===== src/rtl/sqs_pkg.sv =====
// Shared types and constants for the sprite quad setup block.
`timescale 1ns / 1ps
`default_nettype none
package sqs_pkg;

  localparam int unsigned IdxPerQuad = 6;
  localparam int unsigned NumRegs    = 6;
  localparam int unsigned CntW       = 19;
  localparam int unsigned SlotW      = 7;
  localparam int unsigned CfgIdxW    = 3;

  typedef enum logic [2:0] {
    REG_R0_C01 = 3'd0,
    REG_R0_C23 = 3'd1,
    REG_R1_C01 = 3'd2,
    REG_R1_C23 = 3'd3,
    REG_R2_C01 = 3'd4,
    REG_R2_C23 = 3'd5
  } reg_idx_t;

  typedef enum logic [1:0] {
    F_IDLE,
    F_RD,
    F_CMP,
    F_PUSH
  } front_state_t;

  typedef enum logic [2:0] {
    B_IDLE,
    B_FLUSH,
    B_MUL,
    B_SUM,
    B_OUT
  } back_state_t;

  // One classified request handed from front to back.
  typedef struct packed {
    logic               eob;
    logic               flush;
    logic [CntW-1:0]    flush_cnt;
    logic [SlotW-1:0]   slot;
    logic signed [31:0] px;
    logic signed [31:0] py;
    logic signed [31:0] pz;
    logic signed [31:0] x1;
    logic signed [31:0] y1;
    logic [31:0]        rgba;
    logic [3:0][31:0]   uv;
  } cmd_t;

  function automatic logic signed [31:0] sat33(input logic signed [32:0] v);
    logic signed [31:0] r;
    if (v > 33'sd2147483647) begin
      r = 32'sh7FFFFFFF;
    end else if (v < -33'sd2147483648) begin
      r = 32'sh80000000;
    end else begin
      r = v[31:0];
    end
    return r;
  endfunction

  function automatic logic signed [31:0] sat51(input logic signed [50:0] v);
    logic signed [31:0] r;
    if (v > 51'sd2147483647) begin
      r = 32'sh7FFFFFFF;
    end else if (v < -51'sd2147483648) begin
      r = 32'sh80000000;
    end else begin
      r = v[31:0];
    end
    return r;
  endfunction

endpackage
`default_nettype wire


===== src/rtl/sqs_front.sv =====
// Front end: accepts requests, assigns texture slots, tracks the batch count.
`timescale 1ns / 1ps
`default_nettype none
module sqs_front #(
  parameter int unsigned MAX_TEXTURES    = 32,
  parameter int unsigned MAX_BATCH_QUADS = 65536
) (
  input  wire logic          clk,
  input  wire logic          rst_n,
  input  wire logic          in_tvalid,
  output logic               in_tready,
  input  wire logic [351:0]  in_tdata,
  input  wire logic          in_tuser,
  output sqs_pkg::cmd_t      push_cmd,
  output logic               push,
  input  wire logic          q_full
);

  localparam int unsigned TIW = (MAX_TEXTURES > 1) ? $clog2(MAX_TEXTURES) : 1;
  localparam int unsigned UW  = $clog2(MAX_TEXTURES + 1);
  localparam logic [sqs_pkg::CntW-1:0] CntLimit =
    sqs_pkg::CntW'(MAX_BATCH_QUADS * sqs_pkg::IdxPerQuad);

  sqs_pkg::front_state_t state_r, state_nxt;
  sqs_pkg::cmd_t         cmd_r;
  logic [31:0]           tid_r;
  logic [UW-1:0]         idx_r, used_r;
  logic [sqs_pkg::CntW-1:0] cnt_r;

  logic [31:0] table_mem [MAX_TEXTURES];
  logic [31:0] rd_data_r;
  logic        mem_we;
  logic [TIW-1:0] mem_waddr;

  logic        not_found, table_full;
  logic signed [31:0] in_px, in_py, in_w, in_h;

  assign in_px = in_tdata[31:0];
  assign in_py = in_tdata[63:32];
  assign in_w  = in_tdata[127:96];
  assign in_h  = in_tdata[159:128];

  assign not_found  = (state_r == sqs_pkg::F_RD) && (idx_r == used_r);
  assign table_full = (used_r == UW'(MAX_TEXTURES));

  always_comb begin
    state_nxt = state_r;
    unique case (state_r)
      sqs_pkg::F_IDLE: begin
        if (in_tvalid) begin
          if (in_tuser || (in_tdata[223:192] == 32'd0)) begin
            state_nxt = sqs_pkg::F_PUSH;
          end else begin
            state_nxt = sqs_pkg::F_RD;
          end
        end
      end
      sqs_pkg::F_RD:   state_nxt = not_found ? sqs_pkg::F_PUSH : sqs_pkg::F_CMP;
      sqs_pkg::F_CMP:  state_nxt = (rd_data_r == tid_r) ? sqs_pkg::F_PUSH : sqs_pkg::F_RD;
      sqs_pkg::F_PUSH: state_nxt = q_full ? sqs_pkg::F_PUSH : sqs_pkg::F_IDLE;
      default:         state_nxt = sqs_pkg::F_IDLE;
    endcase
  end

  always_comb begin
    in_tready = (state_r == sqs_pkg::F_IDLE) && rst_n;
    push      = (state_r == sqs_pkg::F_PUSH) && !q_full;
    mem_we    = not_found;
    mem_waddr = table_full ? '0 : used_r[TIW-1:0];
  end

  assign push_cmd = cmd_r;

  always_ff @(posedge clk) begin
    if (!rst_n) begin
      state_r <= sqs_pkg::F_IDLE;
      used_r  <= '0;
      cnt_r   <= '0;
    end else begin
      state_r <= state_nxt;
      if (in_tvalid && in_tready) begin
        if (in_tuser || (cnt_r >= CntLimit)) begin
          used_r <= '0;
          cnt_r  <= '0;
        end
      end else if (not_found) begin
        if (table_full) begin
          used_r <= UW'(1);
          cnt_r  <= '0;
        end else begin
          used_r <= used_r + UW'(1);
        end
      end else if (push && !cmd_r.eob) begin
        cnt_r <= cnt_r + sqs_pkg::CntW'(sqs_pkg::IdxPerQuad);
      end
    end
  end

  always_ff @(posedge clk) begin
    if (in_tvalid && in_tready) begin
      cmd_r.eob       <= in_tuser;
      cmd_r.flush     <= in_tuser || (cnt_r >= CntLimit);
      cmd_r.flush_cnt <= cnt_r;
      cmd_r.slot      <= '0;
      cmd_r.px        <= in_px;
      cmd_r.py        <= in_py;
      cmd_r.pz        <= in_tdata[95:64];
      cmd_r.x1        <= sqs_pkg::sat33(33'(in_px) + 33'(in_w));
      cmd_r.y1        <= sqs_pkg::sat33(33'(in_py) + 33'(in_h));
      cmd_r.rgba      <= in_tdata[191:160];
      cmd_r.uv        <= in_tdata[351:224];
      tid_r           <= in_tdata[223:192];
      idx_r           <= '0;
    end else if (not_found) begin
      if (table_full) begin
        cmd_r.flush     <= 1'b1;
        cmd_r.flush_cnt <= cnt_r;
        cmd_r.slot      <= sqs_pkg::SlotW'(1);
      end else begin
        cmd_r.slot <= sqs_pkg::SlotW'(used_r) + sqs_pkg::SlotW'(1);
      end
    end else if (state_r == sqs_pkg::F_CMP) begin
      if (rd_data_r == tid_r) begin
        cmd_r.slot <= sqs_pkg::SlotW'(idx_r) + sqs_pkg::SlotW'(1);
      end else begin
        idx_r <= idx_r + UW'(1);
      end
    end
  end

  // Slot table: one write port, registered read.
  always_ff @(posedge clk) begin
    if (mem_we) begin
      table_mem[mem_waddr] <= tid_r;
    end
    rd_data_r <= table_mem[idx_r[TIW-1:0]];
  end

endmodule
`default_nettype wire


===== config.mk =====
export PLATFORM = sky130hd
export DESIGN_NAME = sqs_front
export DESIGN_NICKNAME = d
export VERILOG_FILES = /design/src/rtl/sqs_pkg.sv /design/src/rtl/sqs_front.sv
export SDC_FILE = /design/constraint.sdc
export NUM_CORES = 2
export LEC_CHECK = 0
export BUFFER_PORTS_ARGS = -buffer_cell sky130_fd_sc_hd__buf_2
export CAP_MARGIN = 10
export CORE_MARGIN = 3
export CORE_UTILIZATION = 52
export DETAILED_ROUTE_END_ITERATION = 10
export PLACE_DENSITY = 0.76
export SYNTH_ARGS = -nofsm -noshare
export SYNTH_HDL_FRONTEND = slang
export SYNTH_SLANG_ARGS = --single-unit

===== constraint.sdc =====
create_clock -name clk -period 14.11 [get_ports clk]
set_input_delay 2.822 -clock clk [delete_from_list [all_inputs] [get_ports clk]]
set_output_delay 2.822 -clock clk [all_outputs]
set_load 0.03 [all_outputs]

==> results.rst <==
.. list-table::
   :header-rows: 1

   * - Metric
     - Value
   * - Reg area
     - approximately 43000 sq um
   * - Pins over their slew limit
     - 0
   * - Static leakage
     - 22.9 nW
   * - Initial antenna violation count
     - 28
   * - Maximum fanout encountered on the critical timing path
     - 15
   * - Pin count of the biggest net entering global routing
     - roughly 170
   * - Ranking of synthesized cells by area
     - edfxtp_1 73%, mux4_2 13%, dfxtp_1 2.5%
   * - Top cell type by total area after synthesis
     - edfxtp_1
   * - VDD IR max
     - between 0.1 and 0.15 mV
   * - Cell area after synthesis
     - 57100 sq um
   * - Part of the power in combinational logic
     - between 10% and 20%
   * - Final setup skew
     - around 0.032 ns
   * - Max Cap Viol
     - 0
   * - Met3 demand-to-capacity share in global routing
     - 9.34%
   * - DR vias
     - about 31000
   * - Share of cells above drive strength 1
     - roughly two fifths
   * - Clk Latency, worst-skew pair
     - between 0.7 and 0.8 ns
   * - Number of buffer and inverter stages on the critical path
     - 2
   * - Fmax achieved
     - 160 MHz
   * - Final global-route overflow total
     - 0
   * - H-tree Lvls
     - 4
   * - Distinct cells, synth
     - between 70 and 80
   * - Number of resized instances in the post-cts repair step
     - 0
   * - Commonest non-fill, non-tap cell in the layout
     - edfxtp_1
   * - Headroom to the max-slew limit
     - 23.6%
   * - Filler cells
     - roughly 7400
   * - Sequential share of power
     - 46.6%
   * - GR Layer Usage met2
     - a little over two fifths
   * - Die ar.
     - 114000 sq um
   * - Post-Synth Adder-Cell Area
     - under 10%
   * - Clock network fraction of design power
     - between 30% and 40%
   * - Final Net Count
     - roughly 4000
   * - Area of the core region
     - between 100000 and 150000 sq um
   * - Post-Syn Area per Cell
     - between 20 and 25 sq um
   * - Multiplexer share of the synthesized area
     - about an eighth
   * - Required time reported for the critical path endpoint
     - ~11 ns
   * - FFs w/ async S/R, synth
     - 0%
   * - Reg-to-reg critical path startpoint
     - idx_r[4]
   * - Final Cycle Share
     - between 40% and 50%
   * - Number of cells in the finished layout apart from fillers
     - about 5100
   * - Flop and latch count out of synthesis
     - 1467
   * - CTS root buffer
     - clkbuf_16
   * - Final setup violation count
     - 0
   * - Total length of routed wires
     - ~170 mm
   * - Class of the most critical hold timing path
     - flop to flop
   * - Area delta synth->final
     - 18.0%
   * - Most common cell on crit path
     - buf_2
   * - Number of buffers created by CTS
     - approximately 150
   * - Placed Cells
     - ~4800
   * - Slew at the pin closest to its max-slew limit
     - roughly 1.1 ns
   * - Power Total
     - 11.1 mW
   * - Setup repair after global routing missed its margin
     - false
   * - Cell-internal power
     - around 8.2 mW
   * - Top-Level Pins
     - 707
   * - Clock slew at reported path FFs
     - approximately 0.060 ns
   * - Synthesized-area fraction occupied by and/or/nand/nor cells
     - roughly 2.6%
   * - Top Family by Delay on Critical Path
     - buffers and inverters
   * - Worst hold path depth
     - 2
   * - Post-CTS Setup Bufs
     - 0
   * - Parity-gate share of the synthesized area counting xor and xnor cells
     - 1.87%
   * - Type of destination of the critical path
     - output pin
   * - Switching share of power
     - a little over a quarter
   * - CTS tree
     - done
   * - Chip height
     - approximately 340 microns
   * - Number of enable flip-flop cells after synthesis
     - around 1400
   * - Hold-fix buffers at CTS
     - 0
   * - Multi-input combinational cell area
     - approximately 13000 sq um
   * - Destination of the worst hold path
     - push_cmd[322]
   * - Post-route worst hold slack
     - 0.454 ns
   * - Synth warnings
     - 0
   * - Final sum of negative setup slack
     - 0 ns
   * - Number of endpoints with negative hold slack in the final report
     - 0
   * - Reg-to-Reg End
     - table_mem[19][13]
   * - Post-synthesis sequential area ratio
     - 75.9%
   * - Clk buf depth
     - 3
   * - Vias per cell
     - roughly 6.2
   * - Cell depth of the worst flop-to-flop path
     - 7
   * - Synthesized-area fraction occupied by ao, oa, aoi and oai cells
     - between 3 and 4%
   * - Flop2flop setup slack
     - around 9.8 ns
   * - Number of nets with antenna violations after detailed routing
     - 0
   * - Detailed Routing Iterations Pass 1
     - 5
   * - Layer with the highest usage
     - met2
   * - Commonest cells after routing, fill and taps aside
     - 1396 x edfxtp_1, 705 x buf_2, 320 x mux4_2
   * - Status
     - complete, no violations
   * - Combinational family with the most area after synthesis
     - multiplexers
   * - Power spent charging and discharging nets
     - approximately 2.9 mW
   * - Input/output buffers
     - about 700
   * - Worst Path Arrival
     - 3.42 ns
   * - Startpoint class of the critical path
     - input pin
   * - GP Congestion
     - approximately 1
   * - Cell-by-cell listing of the critical path
     - buf_2 -> and2_1 -> buf_2
   * - Starting utilization of the core area
     - a little over half
   * - Post-route DRC
     - 0
   * - Worst-path cell with the longest stage delay
     - buf_2
   * - Dpl hpwl
     - 106 mm
   * - Instance count of the mapped netlist
     - around 2800
   * - Vias in the first global route
     - just over 30000
   * - Share of the synthesized area in the top cell type
     - about 73%
   * - Worst Hold Launch
     - push_cmd[322]
   * - Sinks on the clock net
     - 1467
   * - Chip Width
     - 337 microns
   * - Met1 demand-to-capacity share in global routing
     - a little under 40%
   * - Number of nets in the synthesized netlist
     - between 3000 and 4000
   * - Total GRT Usage
     - slightly below 30%
   * - Minimum period implied by the final worst setup slack
     - ~6.2 ns
   * - Predominant post-synthesis flop cell
     - edfxtp_1
   * - Post-detailed-route wirelength per cell
     - approximately 33 microns
   * - Power density normalized to cell area
     - ~160 nW/um^2
   * - Delay of the slowest cell on the worst path
     - about 0.25 ns
   * - Row count
     - 120
   * - Category of the critical setup timing path
     - input pin to output pin
   * - Wire length of the first global-routing pass
     - 230 mm
   * - Iteration-0 DRC Markers
     - 4151
==> layer usage <==
layer  up-vias  share of wire, %
met5         -             0.059
met4        14               5.7
met3       353                12
met2      2043                46
met1     16100                36
li1      13000                 -
==> synth_stat cells (6+ instances only) <==
| library cell | number |
|---|---|
| a21boi_0 | 7 |
| nand2b_1 | 8 |
| o21bai_1 | 6 |
| o21ai_2 | 7 |
| clkbuf_1 | 65 |
| inv_1 | 29 |
| nand2_1 | 82 |
| o21ai_1 | 8 |
| xor2_1 | 78 |
| buf_2 | 32 |
| nor4_1 | 17 |
| or3_1 | 6 |
| nand4_1 | 13 |
| mux2_2 | 32 |
| buf_1 | 6 |
| mux4_2 | 320 |
| and3_1 | 9 |
| a21oi_1 | 107 |
| nor2b_1 | 10 |
| o21ai_0 | 51 |
| nand3_1 | 22 |
| and2_1 | 6 |
| nor2_1 | 99 |
| edfxtp_1 | 1396 |
| a31oi_1 | 14 |
| nor3_1 | 15 |
| buf_6 | 7 |
| ha_1 | 72 |
| a21o_1 | 41 |
| a211o_1 | 6 |
| o211ai_1 | 6 |
| dfxtp_1 | 71 |
| a21oi_2 | 11 |
| xnor2_1 | 41 |
==> how the worst max path moves through the flow <==
| stage | cells past startpoint | slack, ns | end | start |
|---|---|---|---|---|
| 2_1_floorplan | 3 | 0.35 | push_cmd[0] | in_tvalid |
| 4_1_cts | 3 | 7.86 | in_tready | rst_n |
| 3_3_place_gp | 5 | 7.71 | push_cmd[283] | rst_n |
| 3_5_place_dp | 5 | 7.60 | push_cmd[282] | rst_n |
| 5_1_grt | 3 | 7.83 | in_tready | rst_n |
| 6_report | 3 | 7.86 | in_tready | rst_n |
==> power by group through the flow <==
| stage | registers, mW | clock network (mW) | logic, mW |
|---|---|---|---|
| final | 5.17 | 3.83 | 2.09 |
| after global routing | 5.19 | 4.04 | 2.22 |
| after CTS | 5.17 | 3.89 | 2.11 |
| after detailed placement | 5.26 | 0 | 2.08 |
| after global placement | 5.26 | 0 | 2.05 |
| after floorplan | 5.35 | 0 | 1.43 |
==> cell type report <==
| cell class | instances | area share (%) |
|---|---|---|
| clock inverter | 68 | 0.964 |
| multi-input combinational | 1158 | 19.8 |
| tap | 1403 | 2.61 |
| timing repair buffer | 764 | 5.96 |
| inverter | 29 | 0.162 |
| sequential | 1467 | 64.4 |
| clock buffer | 200 | 6.06 |
| antenna | 16 | 0.0594 |
==> logic make-up after synthesis <==
group                    Yosys count
other                              1
adder cells (fa/ha/maj)           79
AND/OR/NAND/NOR                  308
multiplexers                     353
flip-flops                      1467
XOR/XNOR                         120
AO/OA/AOI/OAI                    297
buffers and inverters            143
==> through the flow <==
stage | area [sq um] | util, % | worst slack, ns
2_1_floorplan | 57100 | - | 0.350
3_3_place_gp | 62600 | 58.0 | 7.71
3_5_place_dp | 62600 | 58.0 | 7.60
4_1_cts | 67300 | 62.3 | 7.86
5_1_grt | 67300 | 62.4 | 7.83
6_report | 67300 | 62.4 | 7.86
==> worst reg2reg max path, cell delays in order, from the launching register on <==
cell     delay (ns)
dfxtp_2        0.31
buf_4          0.67
xnor2_1        0.22
nand3_1        0.14
nor4_4         0.56
nand2_1        0.65
nor2_4         0.82
buf_4          0.53
==> state kept, by name, indices dropped and copies added (netlist names) <==
signal     cells
push_cmd     347
cnt_r         18
used_r         6
table_mem   1024
rd_data_r     32
state_r        2
tid_r         32
idx_r          6
(Power assumes the default switching activity.)
