===== config.mk =====
export PLATFORM = sky130hd
export DESIGN_NAME = sqs_queue
export DESIGN_NICKNAME = d
export VERILOG_FILES = /design/src/rtl/sqs_pkg.sv /design/src/rtl/sqs_queue.sv
export SDC_FILE = /design/constraint.sdc
export NUM_CORES = 1
export LEC_CHECK = 0
export ABC_AREA = 1
export BUFFER_PORTS_ARGS = -buffer_cell sky130_fd_sc_hd__buf_4
export CAP_MARGIN = 20
export CORE_AREA = 2 2 270 272
export CTS_CLUSTER_SIZE = 24
export DETAILED_ROUTE_END_ITERATION = 8
export DIE_AREA = 0 0 272 274
export PLACE_DENSITY_LB_ADDON = 0.1
export SETUP_SLACK_MARGIN = 0.2
export SLEW_MARGIN = 20
export SYNTH_ARGS = -nofsm -noshare
export SYNTH_HDL_FRONTEND = slang
export SYNTH_SLANG_ARGS = --single-unit

===== constraint.sdc =====
create_clock -name clk -period 49.8 [get_ports clk]
set_clock_uncertainty 0.1 [all_clocks]
set_input_delay 9.96 -clock clk [delete_from_list [all_inputs] [get_ports clk]]
set_output_delay 9.96 -clock clk [all_outputs]
set_load 0.1 [all_outputs]

===== src/rtl/sqs_pkg.sv =====
// Shared types and constants for the sprite quad setup block.
`timescale 1ns / 1ps
`default_nettype none
package sqs_pkg;

  localparam int unsigned IdxPerQuad = 6;
  localparam int unsigned NumRegs    = 6;
  localparam int unsigned CntW       = 19;
  localparam int unsigned SlotW      = 7;
  localparam int unsigned CfgIdxW    = 3;

  typedef enum logic [2:0] {
    REG_R0_C01 = 3'd0,
    REG_R0_C23 = 3'd1,
    REG_R1_C01 = 3'd2,
    REG_R1_C23 = 3'd3,
    REG_R2_C01 = 3'd4,
    REG_R2_C23 = 3'd5
  } reg_idx_t;

  typedef enum logic [1:0] {
    F_IDLE,
    F_RD,
    F_CMP,
    F_PUSH
  } front_state_t;

  typedef enum logic [2:0] {
    B_IDLE,
    B_FLUSH,
    B_MUL,
    B_SUM,
    B_OUT
  } back_state_t;

  // One classified request handed from front to back.
  typedef struct packed {
    logic               eob;
    logic               flush;
    logic [CntW-1:0]    flush_cnt;
    logic [SlotW-1:0]   slot;
    logic signed [31:0] px;
    logic signed [31:0] py;
    logic signed [31:0] pz;
    logic signed [31:0] x1;
    logic signed [31:0] y1;
    logic [31:0]        rgba;
    logic [3:0][31:0]   uv;
  } cmd_t;

  function automatic logic signed [31:0] sat33(input logic signed [32:0] v);
    logic signed [31:0] r;
    if (v > 33'sd2147483647) begin
      r = 32'sh7FFFFFFF;
    end else if (v < -33'sd2147483648) begin
      r = 32'sh80000000;
    end else begin
      r = v[31:0];
    end
    return r;
  endfunction

  function automatic logic signed [31:0] sat51(input logic signed [50:0] v);
    logic signed [31:0] r;
    if (v > 51'sd2147483647) begin
      r = 32'sh7FFFFFFF;
    end else if (v < -51'sd2147483648) begin
      r = 32'sh80000000;
    end else begin
      r = v[31:0];
    end
    return r;
  endfunction

endpackage
`default_nettype wire


===== src/rtl/sqs_queue.sv =====
// Two-entry command queue between front and back.
`timescale 1ns / 1ps
`default_nettype none
module sqs_queue (
  input  wire logic          clk,
  input  wire logic          rst_n,
  input  wire logic          push,
  input  wire sqs_pkg::cmd_t push_cmd,
  output logic               full,
  input  wire logic          pop,
  output sqs_pkg::cmd_t      head,
  output logic               not_empty
);

  sqs_pkg::cmd_t ent_r [2];
  logic          wp_r, rp_r;
  logic [1:0]    cnt_r;

  assign full      = (cnt_r == 2'd2);
  assign not_empty = (cnt_r != 2'd0);
  assign head      = ent_r[rp_r];

  always_ff @(posedge clk) begin
    if (!rst_n) begin
      wp_r  <= 1'b0;
      rp_r  <= 1'b0;
      cnt_r <= 2'd0;
    end else begin
      if (push) wp_r <= ~wp_r;
      if (pop)  rp_r <= ~rp_r;
      cnt_r <= cnt_r + {1'b0, push} - {1'b0, pop};
    end
  end

  always_ff @(posedge clk) begin
    if (push) begin
      ent_r[wp_r] <= push_cmd;
    end
  end

endmodule
`default_nettype wire


==> summary.md, run 1 <==
| Metric | Value |
|---|---|
| Status | `finished clean` |
| Pre-CTS WS | `roughly 36,000 ps` |
| Post-synth EDFFs | `around 700` |
| Critical path arrival | `3810 ps` |
| Number of DRC markers in iteration 0 | `760` |
| I/O pin count | `between 700 and 800` |
| Post-synth top area share | `between 70% and 80%` |
| Port Buffer Count | `approximately 700` |
| Non-Filler Instances | `between 2,000 and 3,000` |
| Crit-path slowest cell | `buf_4` |
| DR vias | `between 10,000 and 15,000` |
| Initial Utilization | `a little under two fifths` |
| Worst Path Class, Setup | `flop to output pin` |
| RSZ-0062 raised after global routing | `no` |
| Critical-path cell list | `buf_4 -> buf_4 -> mux2_4 -> buf_4` |
| Max stage delay on crit path | `between 800 and 900 ps` |
| Mean post-synth cell area | `between 20 and 25 um^2` |
| Global-route wire length before repair | `~95,000 um` |
| Mapped cell area | `approximately 0.027 mm^2` |
| Syn. warnings | `0` |
| Max clock buf depth | `3` |
| Core box area | `0.0720 mm^2` |
| Die Footprint | `about 0.075 mm^2` |
| Grt ovf | `0` |
| VDD IR max | `0.0000324 V` |
| Fin util | `around half` |
| Clk sinks | `701` |
| Capturing point of the worst reg2reg path | `ent_r[1][178]` |
| Hold_sp | `rp_r` |
| Horiz. Die Dim | `about 270 um` |
| Yosys cell types | `14` |
| Fraction of registers with async set/reset | `0%` |
| Initial antenna violation count | `19` |
| Vias in the first global route | `13,900` |
| CP bufs+invs | `3` |
| Routed Antenna Nets | `0` |
| Post-Place Cells | `about 2,800` |
| Worst Setup End Kind | `output pin` |
| Final setup viols | `0` |
| RD Place Congestion | `0.800` |
| Commonest cells in the netlist | `edfxtp_1 (696), mux2_4 (301), mux2_2 (47), buf_8 (22), buf_6 (14)` |
| Most used flip-flop cell after synthesis | `edfxtp_1` |
| Final WS setup | `around 36,000 ps` |
| CTS clk-pin slew, worst paths | `60 ps` |
| Filler Cell Count | `6,010` |
| Max Cap Viol | `0` |
| Post-route minimum period | `13,870 ps` |
| Fin. Hold Viols | `0` |
| Total negative slack | `0 ps` |
| Share of layout cells above drive strength 1 | `about three fifths` |
| Critical Path Start Type | `flop` |
| Htree depth | `3` |
| R2r setup slk | `about 46,000 ps` |
| DRT Pass-1 Iters | `7` |
| Hold path depth | `2` |
| CP most frequent cell | `buf_4` |
| PostCTS Resize Cnt | `0` |
| Postcts setup bufs | `0` |
| FF-to-FF path depth | `4` |
| Layout area overhead | `32.9%` |
| Syn nets | `between 1,000 and 1,500` |
| DP HPWL | `about 49,000 um` |
| CTS tree | `done` |
| Fin. max-slew vios | `0` |
| Final Power | `about 1.6 mW` |
| Max Clk Rate | `roughly 0.07 GHz` |
| Drt drc | `0` |
| Pwr per Cell Area | `~46 mW/mm^2` |
| Worst Max-Slew Pin Slew | `between 1000 and 1500 ps` |
| Count leader, synth | `edfxtp_1` |
| Total Wirelength | `68,900 um` |
| R2R Path Start | `wp_r` |
| Crit path max fanout | `53` |
| Area leader, netlist | `edfxtp_1` |
| Top delay family on crit path | `buffers and inverters` |
| CTS Root Cell | `clkbuf_16` |
| Hold Path Class | `flop to flop` |
| Drt wl/cell | `23.7 um` |
| Cts-stage hold buffer count | `0` |
| Largest net degree at the start of global routing | `133` |
| NumNets Final | `2,225` |
| Fin crit share | `roughly 28%` |
| CTS buffer count | `77` |
| Lkg Pwr | `roughly 14 nW` |
| Synth Instances | `between 1,000 and 1,500` |
| Synth top area cells | `edfxtp_1 (78%), mux2_4 (17%), mux2_2 (2.0%)` |
| CP required | `about 40,000 ps` |
| Max_slew headroom | `between 20 and 30%` |
| Die Ht | `274 um` |
| Post-synthesis register bit count | `about 700` |
| Row count | `99` |
| GRT Util Overall | `about 18%` |
| Seq/Total Area, Yosys | `approximately four fifths` |
| Worst-skew pair later-pin latency | `roughly 600 ps` |
| DR vias/cell | `approximately 4.5` |
==> cell families after synthesis <==
group	synth area share, %
flip-flops	78.7
adder cells (fa/ha/maj)	0.0937
multiplexers	18.9
AND/OR/NAND/NOR	0.258
buffers and inverters	2.04
AO/OA/AOI/OAI	0.0187
==> flip-flops by register name (all words and copies together) (netlist names), named ones only <==
signal	cells
ent_r	696
wp_r	1
rp_r	1
cnt_r	2
==> worst max path at each step <==
stage          from       endpoint  slack (ps)  cells past startpoint
6_report       flop      head[166]       35930                      4
3_3_place_gp   push  ent_r[1][149]       36290                      5
3_5_place_dp   push  ent_r[1][147]       36290                      5
2_1_floorplan  push    ent_r[0][0]       24090                      2
5_1_grt        flop      head[166]       35730                      4
4_1_cts        flop      head[252]       35820                      4
==> worst register-to-register path, stage by stage, from the launching register on <==
cell and delay [ps]:
dfxtp_1 390, nand2_1 180, inv_8 660, buf_6 930
buf_4 820
==> layout make-up <==
type | count | area [um^2] | area share [%]
diodes | 13 | 32.5 | 0.0917
clock buffers | 99 | 2070 | 5.85
clock inverters | 43 | 559 | 1.58
inverters | 7 | 33.8 | 0.0953
multi-input cells | 369 | 5150 | 14.5
flip-flops and latches | 701 | 21000 | 59.2
well taps | 959 | 1200 | 3.38
repair buffers | 715 | 5400 | 15.2
==> per-layer routing <==
metal  vias up  GRT usage [%]  wire (um)
met1      6617           18.7      23900
li1       5977              -          -
met5         -              0         75
met3       117           7.15       6370
met2       470           31.4      36500
met4        12           6.90       2030
==> through the flow <==
step                      hold WS, ps  area (um^2)
after floorplan                   363        26700
after global placement            378        32800
after detailed placement          414        32800
after CTS                         429        35400
after global routing              479        35500
final                             425        35500
==> cell usage in the layout, fill, tap and decap left out, drive strengths merged <==
cell type and count:
a21oi 1, buf 715, bufinv 11, clkbuf 99, clkinv 30, clkinvlp 1
dfxtp 5, diode 13, edfxtp 696, ha 2, inv 8, mux2 348
nand2 9, nand3 1, nor2 8
==> where the power goes <==
part           total (mW)  switching [mW]  internal, mW
sequential          0.694         0.00948         0.685
clock               0.584           0.230         0.354
combinational       0.339           0.249        0.0893
total                1.62           0.489          1.13
Power figures use the tool's default switching activity.
==> inputs of run 2 (changes only) <==
Clock period 49.8 ns to 11.74 ns, I/O delays scaled along.
==> run 2 against run 1 <==
Utilization fell by 0.18 points. Combinational power rose to 4.2 times the previous value. Clock-buffer cell count fell by 7. Largest cell class unchanged. Worst hold slack got worse by 29 ps. Largest power group unchanged. Critical path depth did not move. Routed wire length fell by 3.9%. Sequential power rose to 4.2 times the previous value. Register-to-register slack got worse by 38000 ps.
==> summary.md, run 2 (synthesized netlist as in run 1, its figures left out) <==
| Metric | Value |
|---|---|
| Status | `finished clean (unchanged)` |
| Critical Path Start Type | `flop (unchanged)` |
| Number of DRC markers in iteration 0 | `666 (was 760)` |
| Post-route minimum period | `6240 ps` |
| Fin crit share | `between 50% and 60%` |
| Area occupied by registers | `0.0210 mm^2 (unchanged)` |
| Final WS setup | `5500 ps (was 35,930 ps)` |
| VDD IR max | `0.000122 V (was 0.0000324 V)` |
| Fin area | `0.0353 mm^2 (was 0.0355 mm^2)` |
| DR vias | `13,200 (about the same)` |
| Htree depth | `3 (unchanged)` |
| Hold WS | `395 ps (was 425 ps)` |
| FF-to-FF path depth | `4 (unchanged)` |
| Max Clk Rate | `~0.16 GHz` |
| CP required | `9290 ps (was 39,740 ps)` |
| Row count | `99 (unchanged)` |
| Filler Cell Count | `5,994 (was 6,010)` |
| Commonest non-fill, non-tap cell in the layout | `buf_4 (unchanged)` |
| Commonest cells after routing, fill and taps aside | `buf_4 (710), edfxtp_1 (696), mux2_4 (301), clkbuf_16 (79), mux2_2 (47) (was buf_4 (710), edfxtp_1 (696), mux2_4 (301), clkbuf_16 (80), mux2_2 (47))` |
| Largest net degree at the start of global routing | `161 (was 133)` |
| Max stage delay on crit path | `940 ps (was 880 ps)` |
| RSZ-0062 raised after global routing | `no (unchanged)` |
| Hold Path Class | `flop to flop (unchanged)` |
| Die Ht | `274 um (unchanged)` |
| Worst Setup End Kind | `output pin (unchanged)` |
| Total negative slack | `0 ps (unchanged)` |
| Initial Utilization | `37.1% (unchanged)` |
| Drt wl/cell | `22.8 um (was 23.7 um)` |
| R2R Path Start | `wp_r (unchanged)` |
| Lkg Pwr | `13.8 nW (about the same)` |
| Registers with the most flip-flops | `ent_r (696), cnt_r (2) (unchanged)` |
| DRT Pass-1 Iters | `6 (was 7)` |
| Worst Max-Slew Pin Slew | `1130 ps (was 1100 ps)` |
| Crit path max fanout | `55 (was 53)` |
| Max_slew headroom | `24.8% (was 26.8%)` |
| Share of layout cells above drive strength 1 | `60.5% (was 60.8%)` |
| GRT Util Overall | `17.1% (was 17.6%)` |
| Non-Filler Instances | `2,902 (was 2,906)` |
| Clk sinks | `701 (unchanged)` |
| CTS tree | `done (unchanged)` |
| Top reg by flops | `ent_r (unchanged)` |
| CTS clk-pin slew, worst paths | `60 ps (about the same)` |
| Port Buffer Count | `701 (unchanged)` |
| Largest register FFs | `696 (unchanged)` |
| PostCTS Resize Cnt | `0 (unchanged)` |
| Final setup viols | `0 (unchanged)` |
| Vias in the first global route | `13,700 (was 13,900)` |
| Global-route wire length before repair | `92,100 um (was 94,600 um)` |
| Cts-stage hold buffer count | `0 (unchanged)` |
| Placed inst area | `0.0328 mm^2 (about the same)` |
| Die Footprint | `0.0745 mm^2 (unchanged)` |
| Critical-path cell list | `buf_4 -> buf_4 -> mux2_2 -> buf_4 (was buf_4 -> buf_4 -> mux2_4 -> buf_4)` |
| Routed Antenna Nets | `0 (unchanged)` |
| CTS Root Cell | `clkbuf_16 (unchanged)` |
| Pwr per Cell Area | `191 mW/mm^2 (was 45.6 mW/mm^2)` |
| Initial antenna violation count | `22 (was 19)` |
| NumNets Final | `2,226 (was 2,225)` |
| Fin. Hold Viols | `0 (unchanged)` |
| Hold_sp | `rp_r (unchanged)` |
| DR vias/cell | `4.55 (was 4.54)` |
| Post-Place Cells | `2,749 (was 2,750)` |
| CP endpoint | `head[0] (was head[166])` |
| Grt ovf | `0 (unchanged)` |
| CP most frequent cell | `buf_4 (unchanged)` |
| Max Cap Viol | `0 (unchanged)` |
| Layout area overhead | `32.4% (was 32.9%)` |
| Postcts setup bufs | `0 (unchanged)` |
| CTS buffer count | `78 (was 77)` |
| Pre-CTS WS | `6020 ps (was 36,290 ps)` |
| Critical path arrival | `3790 ps (was 3810 ps)` |
| DP HPWL | `46,000 um (was 48,800 um)` |
| Final Power | `6.73 mW (was 1.62 mW)` |
| Fin util | `49.1% (was 49.3%)` |
| Multi-input combinational cell area | `0.00515 mm^2 (unchanged)` |
| Horiz. Die Dim | `272 um (unchanged)` |
| Crit-path slowest cell | `buf_4 (unchanged)` |
| RD Place Congestion | `0.791 (was 0.800)` |
| Worst-skew pair later-pin latency | `590 ps (was 600 ps)` |
| Total Wirelength | `66,100 um (was 68,900 um)` |
| Max clock buf depth | `3 (unchanged)` |
| Core box area | `0.0720 mm^2 (unchanged)` |
| Capturing point of the worst reg2reg path | `ent_r[1][59] (was ent_r[1][178])` |
| R2r setup slk | `8600 ps (was 46,260 ps)` |
| Fin. max-slew vios | `0 (unchanged)` |
| Drt drc | `0 (unchanged)` |
| Worst Path Class, Setup | `flop to output pin (unchanged)` |
| I/O pin count | `702 (unchanged)` |
[run 2: cell count changes in the layout (fill, tap and decap cells not counted), sizes merged]
| cell | previous run | this run |
|---|---|---|
| clkbuf | 99 | 92 |
| clkinv | 30 | 36 |
| bufinv | 11 | 8 |
| clkinvlp | 1 | 0 |
| inv | 8 | 9 |
[run 2: area by class of cell]
type	instances	area share (%)
diodes	13	0.0921
flip-flops and latches	701	59.4
repair buffers	715	15.4
well taps	959	3.40
clock buffers	92	5.73
multi-input cells	369	14.6
inverters	7	0.0956
clock inverters	46	1.24
[run 2: worst max-delay path: cells and delay by family, from the launching register on]
family / cells / cell delay (ps)
buffers and inverters: 3 / 1920
multiplexers: 1 / 430
flip-flops: 1 / 800
[run 2: worst min-delay path by stage]
stage | endpoint | cells past startpoint | slack [ps]
2_1_floorplan | flop | 2 | 360
3_3_place_gp | rp_r | 2 | 370
3_5_place_dp | rp_r | 2 | 380
4_1_cts | rp_r | 2 | 400
5_1_grt | rp_r | 2 | 430
6_report | rp_r | 2 | 400
[run 2: report_power, final]
| group | internal [mW] | switching, mW | total (mW) |
|---|---|---|---|
| combinational | 0.382 | 1.06 | 1.44 |
| clock | 1.40 | 0.944 | 2.35 |
| sequential | 2.90 | 0.0340 | 2.94 |
| total | 4.69 | 2.04 | 6.73 |
[run 2: per-layer routing]
metal / track usage, % / part of all wire, %
met1: 17.9 / 34
met4: 6.88 / 2.9
met5: 0 / 0.16
met2: 30.4 / 53
met3: 7.06 / 9.2
==> inputs of run 3 (changes only) <==
Clock period 11.74 ns to 5.7 ns, I/O delays scaled along.
==> run 3 against run 2 <==
Combinational power increased by 110%. Sequential cell count unchanged. Non-clock buffer count increased by 1. Global-route usage decreased by 0.35 points. Cell area decreased by 0.27%. Clock-buffer cell count increased by 2. Critical path depth decreased by 1. Final cell count about the same. First-iteration DRC count increased by 18%. Die area unchanged. Worst setup slack got worse by 3900 ps.
==> summary.md, run 3 (synthesized netlist as in run 1, its figures left out) <==
| Metric | Value |
|---|---|
| DRT Pass-1 Iters | `4 (was 6)` |
| Total negative slack | `0 ps (unchanged)` |
| Grt ovf | `0 (unchanged)` |
| Post-route minimum period | `4080 ps` |
| CP required | `4460 ps (was 9290 ps)` |
| Critical path arrival | `2840 ps (was 3790 ps)` |
| Crit path max fanout | `118 (was 55)` |
| GRT Util Overall | `16.8% (was 17.1%)` |
| VDD IR max | `0.000231 V (was 0.000122 V)` |
| Max Cap Viol | `0 (unchanged)` |
| Initial Utilization | `37.1% (unchanged)` |
| Drt drc | `0 (unchanged)` |
| Top reg by flops | `ent_r (unchanged)` |
| Worst Max-Slew Pin Slew | `1330 ps (was 1130 ps)` |
| Hold Path Class | `flop to flop (unchanged)` |
| Drt wl/cell | `22.5 um (was 22.8 um)` |
| DR vias/cell | `4.53 (was 4.55)` |
| Initial antenna violation count | `20 (was 22)` |
| Global-route wire length before repair | `90,600 um (was 92,100 um)` |
| Share of layout cells above drive strength 1 | `60.8% (was 60.5%)` |
| Commonest non-fill, non-tap cell in the layout | `buf_4 (unchanged)` |
| Row count | `99 (unchanged)` |
| CTS buffer count | `77 (was 78)` |
| Max clock buf depth | `3 (unchanged)` |
| NumNets Final | `2,226 (unchanged)` |
| Worst-skew pair later-pin latency | `600 ps (was 590 ps)` |
| Critical Path Start Type | `flop (unchanged)` |
| DP HPWL | `45,100 um (was 46,000 um)` |
| RSZ-0062 raised after global routing | `no (unchanged)` |
| Htree depth | `3 (unchanged)` |
| Vias in the first global route | `13,600 (was 13,700)` |
| I/O pin count | `702 (unchanged)` |
| Core box area | `0.0720 mm^2 (unchanged)` |
| Horiz. Die Dim | `272 um (unchanged)` |
| Largest register FFs | `696 (unchanged)` |
| Fin. Hold Viols | `0 (unchanged)` |
| Clk sinks | `701 (unchanged)` |
| Layout area overhead | `32.0% (was 32.4%)` |
| CTS clk-pin slew, worst paths | `50 ps (was 60 ps)` |
| CTS Root Cell | `clkbuf_16 (unchanged)` |
| Pwr per Cell Area | `387 mW/mm^2 (was 191 mW/mm^2)` |
| Lkg Pwr | `13.7 nW (was 13.8 nW)` |
| Postcts setup bufs | `0 (unchanged)` |
| Max Clk Rate | `between 0.2 and 0.25 GHz` |
| Largest net degree at the start of global routing | `182 (was 161)` |
| Number of DRC markers in iteration 0 | `788 (was 666)` |
| Max_slew headroom | `11.0% (was 24.8%)` |
| CTS tree | `done (unchanged)` |
| Status | `finished clean (unchanged)` |
| Die Footprint | `0.0745 mm^2 (unchanged)` |
| RD Place Congestion | `0.794 (was 0.791)` |
| PostCTS Resize Cnt | `0 (unchanged)` |
| Commonest cells after routing, fill and taps aside | `buf_4 (709), edfxtp_1 (696), mux2_4 (301), clkbuf_16 (78), mux2_2 (47) (was buf_4 (710), edfxtp_1 (696), mux2_4 (301), clkbuf_16 (79), mux2_2 (47))` |
| Worst Setup End Kind | `output pin (unchanged)` |
| Cts-stage hold buffer count | `0 (unchanged)` |
| Routed Antenna Nets | `0 (unchanged)` |
| Final setup viols | `0 (unchanged)` |
| Worst Path Class, Setup | `flop to output pin (unchanged)` |
| Registers with the most flip-flops | `ent_r (696), cnt_r (2) (unchanged)` |
| Final Power | `13.6 mW (was 6.73 mW)` |
| Fin. max-slew vios | `0 (unchanged)` |
| Port Buffer Count | `701 (unchanged)` |
| Total Wirelength | `65,200 um (was 66,100 um)` |
| Die Ht | `274 um (unchanged)` |
| Fin crit share | `a little under three quarters` |
| DR vias | `13,200 (about the same)` |
-- run 3: cell types whose count changed in the layout (fill, tap and decap cells not counted), moves of 2 or more --
cell	delta
buf_12	+3
bufinv_16	-5
clkbuf_1	+3
clkinv_1	-7
clkinv_2	+9
clkinv_4	-2
diode_2	+2
-- run 3: worst paths after layout --
| kind | start | depth (start not counted) | slack (ps) | endpoint |
|---|---|---|---|---|
| worst min-delay path | rp_r | 2 | 400 | rp_r |
| worst max-delay path | flop | 3 | 1620 | head[151] |
| worst min register to register | rp_r | 2 | 400 | rp_r |
| worst max register to register | wp_r | 4 | 3010 | ent_r[1][179] |
-- run 3: metal layers --
layer	GRT usage, %	up-vias	wire length [um]	part of all wire (%)
li1	-	5977	-	-
met1	18.1	6656	23400	36
met2	29.6	417	34700	53
met3	6.20	97	5410	8.3
met4	6.98	8	1720	2.6
met5	0	-	57	0.087
-- run 3: metrics by stage --
step / utilization [%] / std cells / setup slack (ps) / area, um^2 / hold WS (ps)
after floorplan: - / 1116 / -1200 / 26700 / 363
after global placement: 45.7 / 2751 / 2190 / 32900 / 375
after detailed placement: 45.7 / 2751 / 2190 / 32900 / 391
after CTS: 48.9 / 2887 / 1580 / 35200 / 404
after global routing: 49.0 / 2899 / 1500 / 35200 / 433
final: 49.0 / 2903 / 1620 / 35200 / 401
-- run 3: cell type report --
class                   count  area, um^2
fillers                  6127       36700
flip-flops and latches    701       21000
well taps                 959        1200
multi-input cells         369        5170
clock buffers              94        2010
clock inverters            42         302
diodes                     15        37.5
repair buffers            716        5470
inverters                   7        42.5
-- run 3: report_power, final --
group	switching [mW]	internal [mW]
registers	0.0671	5.98
clock network	1.97	2.65
logic	2.19	0.786
total	4.22	9.42
-- run 3: critical path, cell delays in order, from the launching register on --
cell     delay (ps)
dfxtp_4         710
buf_12          670
mux2_4          360
buf_4           230
